==> config.mk <==
export PLATFORM = sky130hd
export DESIGN_NAME = thread_ready_sleep_scheduler_core
export DESIGN_NICKNAME = d
export VERILOG_FILES = /design/src/sv/trss_pkg.sv /design/src/sv/trss_dp.sv /design/src/sv/trss_ctrl.sv /design/src/sv/thread_ready_sleep_scheduler_core.sv
export SDC_FILE = /design/constraint.sdc
export NUM_CORES = 2
export LEC_CHECK = 0
export BUFFER_PORTS_ARGS = -buffer_cell sky130_fd_sc_hd__buf_4
export CAP_MARGIN = 15
export CORE_ASPECT_RATIO = 1.4
export CORE_MARGIN = 1.5
export CORE_UTILIZATION = 35
export DETAILED_ROUTE_END_ITERATION = 16
export PLACE_DENSITY = 0.49
export SYNTH_ARGS = -nofsm -noshare
export SYNTH_HDL_FRONTEND = slang
export SYNTH_SLANG_ARGS = --single-unit
==> constraint.sdc <==
create_clock -name clk -period 9.75 [get_ports clk]
set_input_delay 0.4875 -clock clk [delete_from_list [all_inputs] [get_ports clk]]
set_output_delay 0.4875 -clock clk [all_outputs]
set_load 0.01 [all_outputs]
==> src/sv/trss_pkg.sv <==
// shared types, constants and codes for the thread scheduler
`timescale 1ns / 1ps
`default_nettype none
package trss_pkg;

    localparam int MAX_THREADS = 16;
    localparam int SLOT_W      = $clog2(MAX_THREADS);
    localparam int CNT_W       = $clog2(MAX_THREADS + 1);
    localparam int ID_W        = 32;
    localparam int WOKEN_W     = 7;

    typedef logic [SLOT_W-1:0] slot_t;
    typedef logic [CNT_W-1:0]  cnt_t;
    typedef logic [ID_W-1:0]   id_t;
    typedef logic [2:0]        status_t;

    localparam slot_t IDLE_SLOT = slot_t'(1);

    localparam status_t ST_FREE     = 3'd0;
    localparam status_t ST_READY    = 3'd1;
    localparam status_t ST_RUNNING  = 3'd2;
    localparam status_t ST_SLEEPING = 3'd3;
    localparam status_t ST_BLOCKED  = 3'd4;
    localparam status_t ST_ZOMBIE   = 3'd5;

    localparam logic [1:0] ACT_CREATE   = 2'd0;
    localparam logic [1:0] ACT_UNBLOCK  = 2'd1;
    localparam logic [1:0] ACT_SCHEDULE = 2'd2;
    localparam logic [1:0] ACT_TICK     = 2'd3;

    localparam logic [1:0] DISP_YIELD = 2'd0;
    localparam logic [1:0] DISP_SLEEP = 2'd1;
    localparam logic [1:0] DISP_BLOCK = 2'd2;
    localparam logic [1:0] DISP_EXIT  = 2'd3;

    localparam logic [1:0] RES_OK    = 2'd0;
    localparam logic [1:0] RES_FULL  = 2'd1;
    localparam logic [1:0] RES_BADID = 2'd2;

    localparam logic [3:0] OP_NONE      = 4'd0;
    localparam logic [3:0] OP_LOAD      = 4'd1;
    localparam logic [3:0] OP_CREATE    = 4'd2;
    localparam logic [3:0] OP_UNBLOCK   = 4'd3;
    localparam logic [3:0] OP_DISP      = 4'd4;
    localparam logic [3:0] OP_ZOMBIE    = 4'd5;
    localparam logic [3:0] OP_PICK      = 4'd6;
    localparam logic [3:0] OP_LEAVE     = 4'd7;
    localparam logic [3:0] OP_ENTER     = 4'd8;
    localparam logic [3:0] OP_TICK_INIT = 4'd9;
    localparam logic [3:0] OP_WAKE      = 4'd10;
    localparam logic [3:0] OP_COMPACT   = 4'd11;
    localparam logic [3:0] OP_OUT       = 4'd12;

    typedef struct packed {
        logic [3:0] op;
    } cmd_t;

    typedef struct packed {
        logic hit;
        logic idx_zero;
        logic idx_max;
        logic idx_top;
        logic switch_flag;
        logic sleep_empty;
    } stat_t;

endpackage
`default_nettype wire

==> src/sv/trss_dp.sv <==
// scheduler datapath: slot table, ready fifo, sleep list and result registers
`timescale 1ns / 1ps
`default_nettype none
module trss_dp (
    input  wire logic            clk,
    input  wire logic            rst_n,
    input  wire trss_pkg::cmd_t  cmd,
    output trss_pkg::stat_t      stat,
    input  wire logic [1:0]      action,
    input  wire logic [31:0]     target_id,
    input  wire logic [1:0]      disposition,
    input  wire logic [31:0]     sleep_ticks,
    input  wire logic [31:0]     now_ticks,
    output logic [1:0]           result_code,
    output logic [31:0]          thread_id,
    output logic [31:0]          running_id,
    output logic [6:0]           woken_count
);
    import trss_pkg::*;

    status_t status_reg [MAX_THREADS];
    status_t status_next [MAX_THREADS];
    id_t     id_reg [MAX_THREADS];
    id_t     id_next [MAX_THREADS];
    id_t     wake_reg [MAX_THREADS];
    id_t     wake_next [MAX_THREADS];
    slot_t   rfifo_reg [MAX_THREADS];
    slot_t   rfifo_next [MAX_THREADS];
    slot_t   slist_reg [MAX_THREADS];
    slot_t   slist_next [MAX_THREADS];

    logic [MAX_THREADS-1:0] wmask_reg, wmask_next;
    slot_t   head_reg, head_next;
    cnt_t    rcnt_reg, rcnt_next;
    cnt_t    scnt_reg, scnt_next;
    cnt_t    kept_reg, kept_next;
    slot_t   cur_reg, cur_next;
    slot_t   nxt_reg, nxt_next;
    logic    switch_reg, switch_next;
    slot_t   idx_reg, idx_next;
    id_t     next_id_reg, next_id_next;
    id_t     run_id_reg, run_id_next;

    logic [1:0]  act_reg;
    id_t         target_reg;
    logic [1:0]  disp_reg;
    id_t         ticks_reg;
    id_t         now_reg;

    logic [1:0]  code_reg, code_next;
    id_t         tid_reg, tid_next;
    logic [WOKEN_W-1:0] woken_reg, woken_next;

    logic [1:0]  res_code_reg;
    id_t         res_tid_reg;
    id_t         res_run_reg;
    logic [WOKEN_W-1:0] res_woken_reg;

    slot_t   addr;
    status_t a_status;
    id_t     a_id;
    id_t     a_wake;
    slot_t   tail;
    slot_t   pick;
    logic    hit;

    function automatic slot_t wrap_add(slot_t base, cnt_t off);
        logic [CNT_W:0] sum;
        sum = {1'b0, {(CNT_W-SLOT_W){1'b0}}, base} + {1'b0, off};
        if (sum >= (CNT_W+1)'(MAX_THREADS))
            sum = sum - (CNT_W+1)'(MAX_THREADS);
        return sum[SLOT_W-1:0];
    endfunction

    always_comb
    begin
        case (cmd.op)
            OP_DISP, OP_PICK, OP_LEAVE: addr = cur_reg;
            OP_ENTER:                   addr = nxt_reg;
            OP_WAKE:                    addr = slist_reg[idx_reg];
            default:                    addr = idx_reg;
        endcase
    end

    assign a_status = status_reg[addr];
    assign a_id     = id_reg[addr];
    assign a_wake   = wake_reg[addr];
    assign tail     = wrap_add(head_reg, rcnt_reg);

    always_comb
    begin
        status_next  = status_reg;
        id_next      = id_reg;
        wake_next    = wake_reg;
        rfifo_next   = rfifo_reg;
        slist_next   = slist_reg;
        wmask_next   = wmask_reg;
        head_next    = head_reg;
        rcnt_next    = rcnt_reg;
        scnt_next    = scnt_reg;
        kept_next    = kept_reg;
        cur_next     = cur_reg;
        nxt_next     = nxt_reg;
        switch_next  = switch_reg;
        idx_next     = idx_reg;
        next_id_next = next_id_reg;
        run_id_next  = run_id_reg;
        code_next    = code_reg;
        tid_next     = tid_reg;
        woken_next   = woken_reg;
        hit          = 1'b0;
        pick         = IDLE_SLOT;
        case (cmd.op)
            OP_LOAD:
            begin
                idx_next   = '0;
                tid_next   = '0;
                woken_next = '0;
                case (action)
                    ACT_CREATE:  code_next = RES_FULL;
                    ACT_UNBLOCK: code_next = RES_BADID;
                    default:     code_next = RES_OK;
                endcase
            end
            OP_CREATE:
            begin
                idx_next = idx_reg + slot_t'(1);
                if (a_status == ST_FREE)
                begin
                    hit                  = 1'b1;
                    id_next[idx_reg]     = next_id_reg;
                    status_next[idx_reg] = ST_READY;
                    wake_next[idx_reg]   = '0;
                    if (rcnt_reg < cnt_t'(MAX_THREADS))
                    begin
                        rfifo_next[tail] = idx_reg;
                        rcnt_next        = rcnt_reg + cnt_t'(1);
                    end
                    tid_next     = next_id_reg;
                    next_id_next = next_id_reg + id_t'(1);
                    code_next    = RES_OK;
                end
            end
            OP_UNBLOCK:
            begin
                idx_next = idx_reg + slot_t'(1);
                if (a_status != ST_FREE && a_id == target_reg)
                begin
                    hit = 1'b1;
                    if (a_status == ST_BLOCKED)
                    begin
                        status_next[idx_reg] = ST_READY;
                        if (rcnt_reg < cnt_t'(MAX_THREADS))
                        begin
                            rfifo_next[tail] = idx_reg;
                            rcnt_next        = rcnt_reg + cnt_t'(1);
                        end
                        code_next = RES_OK;
                    end
                end
            end
            OP_DISP:
            begin
                idx_next = '0;
                if (cur_reg != IDLE_SLOT)
                begin
                    case (disp_reg)
                        DISP_SLEEP:
                        begin
                            wake_next[cur_reg]   = now_reg + ticks_reg;
                            status_next[cur_reg] = ST_SLEEPING;
                        end
                        DISP_BLOCK: status_next[cur_reg] = ST_BLOCKED;
                        DISP_EXIT:  status_next[cur_reg] = ST_ZOMBIE;
                        default:    status_next[cur_reg] = status_reg[cur_reg];
                    endcase
                end
            end
            OP_ZOMBIE:
            begin
                idx_next = idx_reg + slot_t'(1);
                if (a_status == ST_ZOMBIE && idx_reg != cur_reg)
                begin
                    status_next[idx_reg] = ST_FREE;
                    id_next[idx_reg]     = '0;
                    wake_next[idx_reg]   = '0;
                end
            end
            OP_PICK:
            begin
                if (rcnt_reg == '0)
                    pick = (a_status == ST_RUNNING) ? cur_reg : IDLE_SLOT;
                else
                begin
                    pick      = rfifo_reg[head_reg];
                    head_next = wrap_add(head_reg, cnt_t'(1));
                    rcnt_next = rcnt_reg - cnt_t'(1);
                end
                nxt_next    = pick;
                switch_next = (pick != cur_reg);
            end
            OP_LEAVE:
            begin
                if (cur_reg == IDLE_SLOT)
                    status_next[cur_reg] = ST_READY;
                else if (a_status == ST_RUNNING)
                begin
                    status_next[cur_reg] = ST_READY;
                    if (rcnt_reg < cnt_t'(MAX_THREADS))
                    begin
                        rfifo_next[tail] = cur_reg;
                        rcnt_next        = rcnt_reg + cnt_t'(1);
                    end
                end
                else if (a_status == ST_SLEEPING)
                begin
                    if (scnt_reg < cnt_t'(MAX_THREADS))
                    begin
                        slist_next[scnt_reg[SLOT_W-1:0]] = cur_reg;
                        scnt_next = scnt_reg + cnt_t'(1);
                    end
                end
            end
            OP_ENTER:
            begin
                status_next[nxt_reg] = ST_RUNNING;
                cur_next             = nxt_reg;
                run_id_next          = a_id;
            end
            OP_TICK_INIT:
            begin
                idx_next   = SLOT_W'(scnt_reg - cnt_t'(1));
                wmask_next = '0;
                kept_next  = '0;
            end
            OP_WAKE:
            begin
                if (a_wake <= now_reg)
                begin
                    status_next[addr] = ST_READY;
                    if (rcnt_reg < cnt_t'(MAX_THREADS))
                    begin
                        rfifo_next[tail] = addr;
                        rcnt_next        = rcnt_reg + cnt_t'(1);
                    end
                    woken_next          = woken_reg + WOKEN_W'(1);
                    wmask_next[idx_reg] = 1'b1;
                end
                if (idx_reg != '0)
                    idx_next = idx_reg - slot_t'(1);
            end
            OP_COMPACT:
            begin
                idx_next = idx_reg + slot_t'(1);
                if (!wmask_reg[idx_reg])
                begin
                    slist_next[kept_reg[SLOT_W-1:0]] = slist_reg[idx_reg];
                    kept_next = kept_reg + cnt_t'(1);
                end
                if (stat.idx_top)
                    scnt_next = kept_next;
            end
            default:
            begin
                idx_next = idx_reg;
            end
        endcase
    end

    assign stat.hit         = hit;
    assign stat.idx_zero    = (idx_reg == '0);
    assign stat.idx_max     = (idx_reg == slot_t'(MAX_THREADS - 1));
    assign stat.idx_top     = ({1'b0, idx_reg} + cnt_t'(1) == scnt_reg);
    assign stat.switch_flag = switch_reg;
    assign stat.sleep_empty = (scnt_reg == '0);

    always_ff @(posedge clk or negedge rst_n)
    begin
        if (!rst_n)
        begin
            for (int i = 0; i < MAX_THREADS; i++)
            begin
                status_reg[i] <= ST_FREE;
                id_reg[i]     <= '0;
                wake_reg[i]   <= '0;
            end
            status_reg[0]         <= ST_RUNNING;
            status_reg[IDLE_SLOT] <= ST_READY;
            id_reg[IDLE_SLOT]     <= id_t'(1);
            wmask_reg   <= '0;
            head_reg    <= '0;
            rcnt_reg    <= '0;
            scnt_reg    <= '0;
            kept_reg    <= '0;
            cur_reg     <= '0;
            nxt_reg     <= '0;
            switch_reg  <= 1'b0;
            idx_reg     <= '0;
            next_id_reg <= id_t'(2);
            run_id_reg  <= '0;
        end
        else
        begin
            status_reg  <= status_next;
            id_reg      <= id_next;
            wake_reg    <= wake_next;
            wmask_reg   <= wmask_next;
            head_reg    <= head_next;
            rcnt_reg    <= rcnt_next;
            scnt_reg    <= scnt_next;
            kept_reg    <= kept_next;
            cur_reg     <= cur_next;
            nxt_reg     <= nxt_next;
            switch_reg  <= switch_next;
            idx_reg     <= idx_next;
            next_id_reg <= next_id_next;
            run_id_reg  <= run_id_next;
        end
    end

    always_ff @(posedge clk)
    begin
        rfifo_reg <= rfifo_next;
        slist_reg <= slist_next;
        code_reg  <= code_next;
        tid_reg   <= tid_next;
        woken_reg <= woken_next;
        if (cmd.op == OP_LOAD)
        begin
            act_reg    <= action;
            target_reg <= target_id;
            disp_reg   <= disposition;
            ticks_reg  <= sleep_ticks;
            now_reg    <= now_ticks;
        end
        if (cmd.op == OP_OUT)
        begin
            res_code_reg  <= code_reg;
            res_tid_reg   <= tid_reg;
            res_run_reg   <= run_id_reg;
            res_woken_reg <= (act_reg == ACT_TICK) ? woken_reg : '0;
        end
    end

    assign result_code = res_code_reg;
    assign thread_id   = res_tid_reg;
    assign running_id  = res_run_reg;
    assign woken_count = res_woken_reg;

endmodule
`default_nettype wire

==> src/sv/trss_ctrl.sv <==
// scheduler controller: sequences one item through the datapath
`timescale 1ns / 1ps
`default_nettype none
module trss_ctrl (
    input  wire logic            clk,
    input  wire logic            rst_n,
    input  wire logic            in_valid,
    output logic                 in_ready,
    input  wire logic [1:0]      action,
    output logic                 out_valid,
    input  wire logic            out_ready,
    output trss_pkg::cmd_t       cmd,
    input  wire trss_pkg::stat_t stat
);
    import trss_pkg::*;

    localparam logic [3:0] S_IDLE      = 4'd0;
    localparam logic [3:0] S_CREATE    = 4'd1;
    localparam logic [3:0] S_UNBLOCK   = 4'd2;
    localparam logic [3:0] S_DISP      = 4'd3;
    localparam logic [3:0] S_ZOMBIE    = 4'd4;
    localparam logic [3:0] S_PICK      = 4'd5;
    localparam logic [3:0] S_LEAVE     = 4'd6;
    localparam logic [3:0] S_ENTER     = 4'd7;
    localparam logic [3:0] S_TICK_INIT = 4'd8;
    localparam logic [3:0] S_WAKE      = 4'd9;
    localparam logic [3:0] S_COMPACT   = 4'd10;
    localparam logic [3:0] S_DONE      = 4'd11;

    logic [3:0] state_reg, state_next;
    logic       out_valid_reg, out_valid_next;

    always_comb
    begin
        state_next     = state_reg;
        out_valid_next = out_valid_reg && !out_ready;
        cmd.op         = OP_NONE;
        case (state_reg)
            S_IDLE:
            begin
                if (in_valid)
                begin
                    cmd.op = OP_LOAD;
                    case (action)
                        ACT_CREATE:   state_next = S_CREATE;
                        ACT_UNBLOCK:  state_next = S_UNBLOCK;
                        ACT_SCHEDULE: state_next = S_DISP;
                        default:      state_next = S_TICK_INIT;
                    endcase
                end
            end
            S_CREATE:
            begin
                cmd.op = OP_CREATE;
                if (stat.hit || stat.idx_max)
                    state_next = S_DONE;
            end
            S_UNBLOCK:
            begin
                cmd.op = OP_UNBLOCK;
                if (stat.hit || stat.idx_max)
                    state_next = S_DONE;
            end
            S_DISP:
            begin
                cmd.op     = OP_DISP;
                state_next = S_ZOMBIE;
            end
            S_ZOMBIE:
            begin
                cmd.op = OP_ZOMBIE;
                if (stat.idx_max)
                    state_next = S_PICK;
            end
            S_PICK:
            begin
                cmd.op     = OP_PICK;
                state_next = S_LEAVE;
            end
            S_LEAVE:
            begin
                if (stat.switch_flag)
                begin
                    cmd.op     = OP_LEAVE;
                    state_next = S_ENTER;
                end
                else
                    state_next = S_DONE;
            end
            S_ENTER:
            begin
                cmd.op     = OP_ENTER;
                state_next = S_DONE;
            end
            S_TICK_INIT:
            begin
                cmd.op     = OP_TICK_INIT;
                state_next = stat.sleep_empty ? S_DONE : S_WAKE;
            end
            S_WAKE:
            begin
                cmd.op = OP_WAKE;
                if (stat.idx_zero)
                    state_next = S_COMPACT;
            end
            S_COMPACT:
            begin
                cmd.op = OP_COMPACT;
                if (stat.idx_top)
                    state_next = S_DONE;
            end
            S_DONE:
            begin
                if (!out_valid_reg || out_ready)
                begin
                    cmd.op         = OP_OUT;
                    out_valid_next = 1'b1;
                    state_next     = S_IDLE;
                end
            end
            default:
            begin
                state_next = S_IDLE;
            end
        endcase
    end

    always_ff @(posedge clk or negedge rst_n)
    begin
        if (!rst_n)
        begin
            state_reg     <= S_IDLE;
            out_valid_reg <= 1'b0;
        end
        else
        begin
            state_reg     <= state_next;
            out_valid_reg <= out_valid_next;
        end
    end

    assign in_ready  = (state_reg == S_IDLE);
    assign out_valid = out_valid_reg;

endmodule
`default_nettype wire

==> src/sv/thread_ready_sleep_scheduler_core.sv <==
// top level of the round-robin thread scheduler with sleep queue
// usage:
// - input channel in_valid/in_ready carries one beat per request: action,
//   target_id, disposition, sleep_ticks, now_ticks
// - output channel out_valid/out_ready carries one result beat per request:
//   result_code, thread_id, running_id, woken_count
// - one request at a time; the slot table is walked one slot per cycle
// - create / unblock: the slot search walks the table until a hit or the last slot
// - schedule: disposition, zombie sweep over all 16 slots, pick, then leave and enter on a switch
// - tick: an init step plus two passes over the sleep list (wake, then compact)
// - a new request is taken while the previous result beat still waits
// - if the receiver stalls, the finished result waits inside until the
//   output register frees, and no further request is taken until then
// - after reset: slot 0 (id 0) runs, slot 1 is the idle thread (id 1),
//   the next created id is 2, ready and sleep queues are empty
`timescale 1ns / 1ps
`default_nettype none
module thread_ready_sleep_scheduler_core (
    input  wire logic        clk,
    input  wire logic        rst_n,
    input  wire logic        in_valid,
    output logic             in_ready,
    input  wire logic [1:0]  action,
    input  wire logic [31:0] target_id,
    input  wire logic [1:0]  disposition,
    input  wire logic [31:0] sleep_ticks,
    input  wire logic [31:0] now_ticks,
    output logic             out_valid,
    input  wire logic        out_ready,
    output logic [1:0]       result_code,
    output logic [31:0]      thread_id,
    output logic [31:0]      running_id,
    output logic [6:0]       woken_count
);
    import trss_pkg::*;

    cmd_t  cmd;
    stat_t stat;

    trss_ctrl u_ctrl (
        .clk       (clk),
        .rst_n     (rst_n),
        .in_valid  (in_valid),
        .in_ready  (in_ready),
        .action    (action),
        .out_valid (out_valid),
        .out_ready (out_ready),
        .cmd       (cmd),
        .stat      (stat)
    );

    trss_dp u_dp (
        .clk         (clk),
        .rst_n       (rst_n),
        .cmd         (cmd),
        .stat        (stat),
        .action      (action),
        .target_id   (target_id),
        .disposition (disposition),
        .sleep_ticks (sleep_ticks),
        .now_ticks   (now_ticks),
        .result_code (result_code),
        .thread_id   (thread_id),
        .running_id  (running_id),
        .woken_count (woken_count)
    );

    a_busy_after_accept: assert property (@(posedge clk) disable iff (!rst_n)
        (in_valid && in_ready) |=> !in_ready)
        else $error("request taken while busy");

    a_code_legal: assert property (@(posedge clk) disable iff (!rst_n)
        out_valid |-> (result_code == RES_OK || result_code == RES_FULL
                       || result_code == RES_BADID))
        else $error("illegal result code");

    a_fail_no_id: assert property (@(posedge clk) disable iff (!rst_n)
        (out_valid && result_code != RES_OK) |-> (thread_id == '0))
        else $error("failed request reports a thread id");

    a_woken_bound: assert property (@(posedge clk) disable iff (!rst_n)
        out_valid |-> (woken_count <= 7'(MAX_THREADS)))
        else $error("woken count exceeds slot count");

endmodule
`default_nettype wire

==> run metrics <==
internal power 15.2 mW; CP dominant cell by count buf_4; asr flop ratio synth 0.777; Tmin final about 8.6 ns; Mapped Cells ~8,200; largest net degree at the start of global routing around 150; Layout Nets approximately 8,400; main flop type after synthesis dfrtp_1; Die Y 563 um; vias in the first global route 64,800; register area 0.0400 mm^2; Yosys top cell by area dfrtp_1; share of cells above drive strength 1 0.154; switching share of power 0.479; multi-input combinational cell area between 0.03 and 0.04 mm^2; Synthesized Nets between 8,000 and 9,000; Skew-Pair Late Insertion Delay approximately 0.86 ns; Max-slew headroom 0.156; fin cells approximately 11,000; Syn Std Cell Area between 0.07 and 0.08 mm^2; global-route wire length before repair roughly 450,000 um; worst-margin pin slew around 1.3 ns; WL/cell between 20 and 30 um; setup_tns 0 ns; initial antenna violation count 3; unrepaired setup endpoints after global routing no; Core ar. about 0.22 mm^2; H-tree levels 4; All-Layer GR Usage 0.266; gr ovfl total 0; Num CTS Buffers ~180; Avg Cell Area, Syn around 9.6 um^2; Hold WS between 0.07 and 0.08 ns; max-cap violations 0; CP max-delay cell dfrtp_1; synth cell count leaders nand2_1 (1,656), dfrtp_1 (1,185), o21ai_0 (783); I/O Buffers about 180; ANT nets after route 0; Worst Path Required about 10 ns; FP Rows between 200 and 250; CP startpoint kind register; clock buffer depth 4; DRT iter0 DRCs 6,661; run status complete, no violations; CP delay by family, top compound AO/OA/AOI/OAI gates; NetSw about 14 mW; Critical Path AT 9.06 ns; Hold Crit Class in -> reg; Layout fillers 21,800; Synth top area share 0.378; dominant cells by area after synthesis dfrtp_1 (38%), edfxtp_1 (13%), nand2_1 (7.9%); skew final between 0.06 and 0.07 ns; post-cts gate resize count 0; hpwl dp 196,000 um; Cell Pwr Density around 320 mW/mm^2; cells along the critical path nand4bb_2 > buf_4 > nand2_1 > a21oi_1 > o31a_2 > buf_4 > nand3_1 > and3_1 > a311oi_1 > a31oi_1 > ha_1 > nand2_1 > nor4_1 > nor4_1 > a31oi_1 > o31a_1 > o21ai_0 > buf_4 > nor2_1 > nor2_1 > o21ai_2 > or3_1 > buf_4 > a21oi_1; CTS root buf clkbuf_16; vias post-DR between 60,000 and 70,000; Gate power share 0.494; Slowest Stage Delay on Critical Path between 0.8 and 0.9 ns; vias per inst around 5.8; I/O Pins approximately 180; Reg power frac 0.276; CTS clk-pin slew, worst paths approximately 0.060 ns; Pwr Total 29.1 mW; post-synthesis sequential area ratio 0.511; CTS tree yes; crit-path max FO 30; critical path class reg -> reg; First-pass DRT Iterations 6; most common cell in the synthesized netlist nand2_1; EDFF count, synth around 340; fmax between 0.1 and 0.15 GHz; Final Hold Vio Count 0; Final Wtd Congestion roughly 0.96; Max VDD drop ~0.35 mV; Worst Setup End Kind register; CTS sink cnt 1,531; final setup vio count 0; drt total wl 310,000 um; Final Core Density 0.403; clock share of power 0.230; DIE AREA ~0.23 mm^2; post-synth cell types 104; Worst Path Buf+Inv 4; part of the cycle the worst path needs 0.882; Placed Cells 10,800; FF+latch count, synth between 1,500 and 2,000; P&R area growth vs syn 14.6%; DRC 0; yosys warns 0; P_leak between 30 and 40 nW; Initial Utilization 0.352; Die W between 400 and 500 um; pins over their slew limit 0
power by group through the flow:
| stage | clock, mW | sequential [mW] | combinational, mW |
|---|---|---|---|
| after detailed placement | 0 | 8.14 | 14.2 |
| after floorplan | 0 | 7.85 | 8.39 |
| final | 6.71 | 8.03 | 14.4 |
| after global routing | 7.08 | 8.10 | 15.2 |
| after CTS | 6.85 | 8.02 | 14.3 |
| after global placement | 0 | 8.13 | 14.2 |
path summary, 6_finish.rpt:
kind	start	end	slack (ns)	cells past startpoint
setup / recovery	u_ctrl.state_reg[2]	u_dp.rfifo_reg[47]	1.15	24
hold / removal	out_ready	u_ctrl.out_valid	0.08	3
setup reg to reg	u_ctrl.state_reg[2]	u_dp.rfifo_reg[47]	1.15	24
hold reg to reg	u_dp.tid_reg[1]	u_dp.thread_id[1]	0.41	0
max in group asynchronous	rst_n	u_dp.wake_reg[62]	7.01	4
min in group asynchronous	rst_n	u_dp.next_id_reg[4]	0.29	2
cell type report:
cell class                      count  share of cell area
Timing Repair Buffer              509              0.0487
Clock inverter                     56             0.00591
Sequential cell                  1531               0.446
Multi-Input combinational cell   5908               0.398
Antenna cell                        1           0.0000279
Clock buffer                      258              0.0575
Tap cell                         2898              0.0404
Inverter                           88             0.00371
cell families after synthesis:
kind of cell,after synthesis,share of synthesized area
AOI/OAI and AO/OA,1933,0.151
xor gates and xnor gates,150,0.0169
adders and majority gates,95,0.0155
buffers and inverters,732,0.0386
DFF,1531,0.511
muxes,659,0.0985
and+or+nand+nor,3071,0.169
routing by layer:
layer / vias to the layer above / wire, um / GRT usage
li1: 29100 / - / -
met1: 33000 / 120000 / 0.320
met2: 2510 / 153000 / 0.460
met3: 713 / 17400 / 0.0322
met4: 0 / 19400 / 0.150
met5: - / 0 / 0
stage by stage:
| stage | instance area [um^2] | worst slack, ns |
|---|---|---|
| finish | 89800 | 1.15 |
| global route | 89800 | 1.00 |
| CTS | 89700 | 1.17 |
| detailed placement | 83000 | 1.23 |
| global placement | 83000 | 1.36 |
| floorplan | 78400 | 2.45 |
worst min-delay path, stage by stage:
cell      delay (ns)
buf_4           0.08
nor2b_1         0.10
o21bai_1        0.18
what timing repair did:
item                                   in CTS  in global routing
setup buffers                               0                  0
hold buffers                              101                  0
endpoints found under the hold margin     220                  0
setup endpoints to repair                   0                  0
layout by cell type, fill, tap and decap left out, types with 23 or more instances in the layout:
cell / count
nand2_1: 1653
dfrtp_1: 1182
o21ai_0: 781
nand3_1: 533
nor2_1: 469
mux2_2: 448
buf_4: 384
a21oi_1: 365
edfxtp_1: 342
a22oi_1: 208
clkbuf_16: 180
mux2i_1: 156
and3_1: 116
a31oi_1: 111
dlygate4sd3_1: 101
ha_1: 91
inv_1: 85
and2_1: 80
xnor2_1: 77
xor2_1: 71
o22ai_1: 57
nor3_1: 51
a2bb2oi_1: 50
mux4_2: 44
clkbuf_1: 41
clkbuf_8: 37
a311oi_1: 35
nor2b_1: 30
a21o_1: 29
clkinv_2: 28
a32oi_1: 26
a22o_1: 24
o31ai_1: 23
a221oi_1: 23
(Power assumes the default switching activity.)
